File: config.mk
export PLATFORM = sky130hd
export DESIGN_NAME = fbba_ctrl
export DESIGN_NICKNAME = d
export VERILOG_FILES = /design/src/rtl/fbba_pkg.sv /design/src/rtl/fbba_ctrl.sv
export SDC_FILE = /design/constraint.sdc
export NUM_CORES = 1
export LEC_CHECK = 0
export BUFFER_PORTS_ARGS = -buffer_cell sky130_fd_sc_hd__buf_2
export CAP_MARGIN = 20
export CORE_AREA = 2 2 39 41
export CTS_CLUSTER_DIAMETER = 60
export DETAILED_ROUTE_END_ITERATION = 10
export DIE_AREA = 0 0 41 43
export HOLD_SLACK_MARGIN = 0.06
export PLACE_DENSITY = 0.33
export SLEW_MARGIN = 10
export SYNTH_ARGS = -nofsm -noshare
export SYNTH_HDL_FRONTEND = slang
export SYNTH_SLANG_ARGS = --single-unit
File: constraint.sdc
create_clock -name clock -period 1.52 [get_ports clock]
set_clock_uncertainty 0.2 [all_clocks]
set_input_delay 0.152 -clock clock [delete_from_list [all_inputs] [get_ports clock]]
set_output_delay 0.152 -clock clock [all_outputs]
set_load 0.03 [all_outputs]
File: src/rtl/fbba_pkg.sv
package fbba_pkg;

   // field widths
   localparam int BLOCK_W    = 14;
   localparam int OP_W       = 3;
   localparam int STATUS_W   = 2;
   localparam int WORD_W     = 32;
   localparam int BIT_IDX_W  = 5;
   localparam int WORD_IDX_W = BLOCK_W - BIT_IDX_W;
   localparam int CSR_IDX_W  = 1;
   localparam int CSR_DATA_W = BLOCK_W;

   // op codes
   localparam logic [OP_W-1:0] OP_TEST  = 3'd0;
   localparam logic [OP_W-1:0] OP_SET   = 3'd1;
   localparam logic [OP_W-1:0] OP_CLEAR = 3'd2;
   localparam logic [OP_W-1:0] OP_FIND  = 3'd3;
   localparam logic [OP_W-1:0] OP_ALLOC = 3'd4;

   // result status codes
   localparam logic [STATUS_W-1:0] ST_OK    = 2'd0;
   localparam logic [STATUS_W-1:0] ST_FULL  = 2'd1;
   localparam logic [STATUS_W-1:0] ST_RANGE = 2'd2;

   // register indexes
   localparam logic [CSR_IDX_W-1:0] CSR_SEARCH_START = 1'd0;
   localparam logic [CSR_IDX_W-1:0] CSR_SEARCH_END   = 1'd1;

   localparam logic [BLOCK_W-1:0] SEARCH_START_RST = 14'd1;
   localparam logic [BLOCK_W-1:0] SEARCH_END_RST   = 14'd10237;

   typedef enum logic [1:0] {
      ST_CLEARING,
      ST_IDLE,
      ST_RMW,
      ST_SCAN
   } state_type;

   // controller to datapath
   typedef struct packed {
      logic clear;
      logic capture;
      logic rmw;
      logic scan;
   } dp_cmd_type;

   // datapath to controller
   typedef struct packed {
      logic clear_last;
      logic need_rmw;
      logic need_scan;
      logic scan_done;
   } dp_stat_type;

endpackage

File: src/rtl/fbba_ctrl.sv
module fbba_ctrl
   import fbba_pkg::*;
(
   input  logic        clock,
   input  logic        reset,
   input  logic        start,
   input  dp_stat_type stat,
   output dp_cmd_type  cmd,
   output logic        busy
);

   state_type state_ff;
   state_type state_in;

   always_ff @(posedge clock) begin
      if (reset) begin
         state_ff <= ST_CLEARING;
      end else begin
         state_ff <= state_in;
      end
   end

   // next state
   always_comb begin
      state_in = state_ff;
      unique case (state_ff)
         ST_CLEARING: begin
            if (stat.clear_last) begin
               state_in = ST_IDLE;
            end
         end
         ST_IDLE: begin
            if (start) begin
               priority if (stat.need_rmw) begin
                  state_in = ST_RMW;
               end else if (stat.need_scan) begin
                  state_in = ST_SCAN;
               end
            end
         end
         ST_RMW: begin
            state_in = ST_IDLE;
         end
         ST_SCAN: begin
            if (stat.scan_done) begin
               state_in = ST_IDLE;
            end
         end
         default: begin
            state_in = ST_IDLE;
         end
      endcase
   end

   // outputs
   always_comb begin
      cmd  = '0;
      busy = 1'b1;
      unique case (state_ff)
         ST_CLEARING: cmd.clear = 1'b1;
         ST_IDLE: begin
            busy        = 1'b0;
            cmd.capture = start;
         end
         ST_RMW:  cmd.rmw  = 1'b1;
         ST_SCAN: cmd.scan = 1'b1;
         default: busy = 1'b1;
      endcase
   end

endmodule

==> metrics.md <==
| Metric | Value |
|---|---|
| Critical Path Start Type | `register` |
| Worst EP arrival | `1040 ps` |
| Routed WL per cell | `8.91 um` |
| CTS tree | `yes` |
| Critical Path Max Stage Delay | `420 ps` |
| Max frequency | `0.720 GHz` |
| Critical path required time | `1170 ps` |
| CTS buffer count | `3` |
| Final WS setup | `132 ps` |
| Largest register FFs | `2` |
| Area after DPL | `193 um2` |
| Core box area | `1380 um2` |
| Worst vdd ir | `0.215 mV` |
| RSZ-0062 raised after global routing | `false` |
| Post-cts sizing count | `0` |
| Die area | `1760 um2` |
| CTS Sinks | `2` |
| Final min period | `1390 ps` |
| Routed vias/inst | `3.43` |
| Crit path launch | `state_ff[0]$_SDFFE_PP0P_` |
| Most used flip-flop cell after synthesis | `dfxtp_1` |
| Die width | `41 um` |
| Final hold viol count | `0` |
| Crit path cell chain | `and3_2 > buf_2` |
| Post-route insts no fill | `47` |
| Setup violators final | `0` |
| Top Registers | `state_ff: 2 flops` |
| Tot Pwr | `231 uW` |
| Slew Limit Fails | `0` |
| Routed vias | `161` |
| Area of the multi-input gates | `73.8 um2` |
| FF-to-FF End | `state_ff[1]$_SDFFE_PP0P_` |
| First-pass GRT wire length | `648 um` |
| Synth unique cells | `11` |
| Async SR Flop Fraction | `0%` |
| Routability cong. | `0.578` |
| Initial antenna violation count | `0` |
| 1st-iter DRT viols | `1` |
| DRC errors left | `0` |
| Layout Area Growth over Synthesis | `109%` |
| #FFs+latches synth | `2` |
| Crit path to | `cmd[2]` |
| Hold Crit Class | `primary input to register` |
| Critical Path Sink Type | `primary output` |
| Status | `completed` |
| Register area | `40.0 um2` |
| Final Cycle Share | `91.3%` |
| Post-synthesis sequential area ratio | `34.0%` |
| WS Path Type | `register to primary output` |
| Most frequent cells after synthesis | `dfxtp_1, nor2_1, o21ai_0` |
| PD cells | `943 nW/um2` |
| Max-cap violations | `0` |
| Antenna Cells | `0` |
| Share of cells above drive strength 1 | `61.3%` |
| Synth Area per Inst | `8.40 um2` |
| FP Rows | `14` |
| Largest fanout on the critical path | `8` |
| Syn Inst Count | `14` |
| Starting Density | `8.50%` |
| Pre-CTS WS | `367 ps` |
| Number of synthesized flops with an enable pin | `0` |
| Cell taking the most area after synthesis | `dfxtp_1` |
| Fillers | `154` |
| R2R setup slack | `380 ps` |
| IO Count | `12` |
| Hold slack | `83.8 ps` |
| Clock slew at reported path FFs | `30 ps` |
| Clk buf depth | `2` |
| Final instance area | `245 um2` |
| Total Neg Setup Slack | `0 ps` |
| Worst-case reg-to-reg path depth | `3` |
| Overflow after GRT | `0` |
| Final wirelength | `419 um` |
| 1st-pass router iterations | `3` |
| Ranking of synthesized cells by area | `dfxtp_1, mux2_4, nor3b_2` |
| Biggest register | `state_ff` |
| Clk Latency, worst-skew pair | `220 ps` |
| Slowest cell on crit path | `dfxtp_1` |
| Worst R2R Start | `state_ff[1]$_SDFFE_PP0P_` |
| Mapped Nets | `21` |
| Slew margin rel. | `86.1%` |
| Post-synth top area share | `34.0%` |
| IO Port Bufs | `11` |
| Largest net degree at the start of global routing | `9` |
| H-tree depth | `1` |
| Final core utilization | `17.7%` |
| Lkg Pwr | `0.123 nW` |
| ANT nets after route | `0` |
| Post-CTS Setup Bufs | `0` |
| Synth warn | `0` |
| # hold bufs at CTS | `3` |
| Die height | `43 um` |
| Vias in the first global route | `180` |
| NumNets Final | `40` |
| Root Driver | `clkbuf_4` |
| Worst Max-Slew Pin Slew | `209 ps` |
| Mapped Area | `118 um2` |
| Total GRT Usage | `6.01%` |
| Placed cells | `41` |
==> routing by layer <==
layer  vias up  global-route usage [%]  part of all wire [%]
met5         -                       0                     0
met4         0                    6.00                     0
met3         0                    3.66                    17
met2        12                    7.81                    41
met1        66                    6.05                    41
li1         83                       -                     -
==> worst min path at each step <==
stage	startpoint	endpoint	slack [ps]	cells past startpoint
detailed placement	reset	state_ff[0]$_SDFFE_PP0P_	150	2
global route	stat[2]	state_ff[0]$_SDFFE_PP0P_	130	4
CTS	stat[2]	state_ff[0]$_SDFFE_PP0P_	70	4
global placement	reset	state_ff[0]$_SDFFE_PP0P_	140	2
finish	stat[2]	state_ff[0]$_SDFFE_PP0P_	80	4
floorplan	reset	state_ff[0]$_SDFFE_PP0P_	20	1
==> critical path: cells and delay by family (launching register included) <==
kind | cells | cell delay (ps)
and+or+nand+nor | 1 | 210
DFF | 1 | 420
buffers and inverters | 1 | 190
==> area by class of cell <==
class | count | share of cell area [%]
flip-flops and latches | 2 | 16.3
well taps | 16 | 8.16
multi-input cells | 11 | 30.1
repair buffers | 14 | 34.7
clock buffers | 3 | 9.18
inverters | 1 | 1.53
==> report_power, final <==
group / internal [mW] / switching [mW] / leakage, nW
clock: 0.0870 / 0.0287 / 0.0138
combinational: 0.0247 / 0.0301 / 0.0925
sequential: 0.0563 / 0.00449 / 0.0165
total: 0.168 / 0.0633 / 0.123
==> cells by family (layout without fill, tap and decap cells) <==
family | count (synthesis) | after routing | synth area share, %
AO/OA/AOI/OAI | 3 | 3 | 12.8
buffers and inverters | 1 | 18 | 3.19
flip-flops | 2 | 2 | 34.0
multiplexers | 1 | 1 | 12.8
AND/OR/NAND/NOR | 7 | 7 | 37.2
==> placed cells by master, fill, tap and decap left out <==
| cell | n |
|---|---|
| buf_2 | 11 |
| clkbuf_4 | 3 |
| dlygate4sd3_1 | 3 |
| nor2_1 | 2 |
| o21ai_0 | 2 |
| dfxtp_1 | 2 |
| inv_2 | 1 |
| and3_2 | 1 |
| and2_2 | 1 |
| mux2_4 | 1 |
| nor3b_2 | 1 |
| nand3_1 | 1 |
| a21oi_1 | 1 |
| nand2_1 | 1 |
Note: power is estimated with default switching activity, not from simulation.
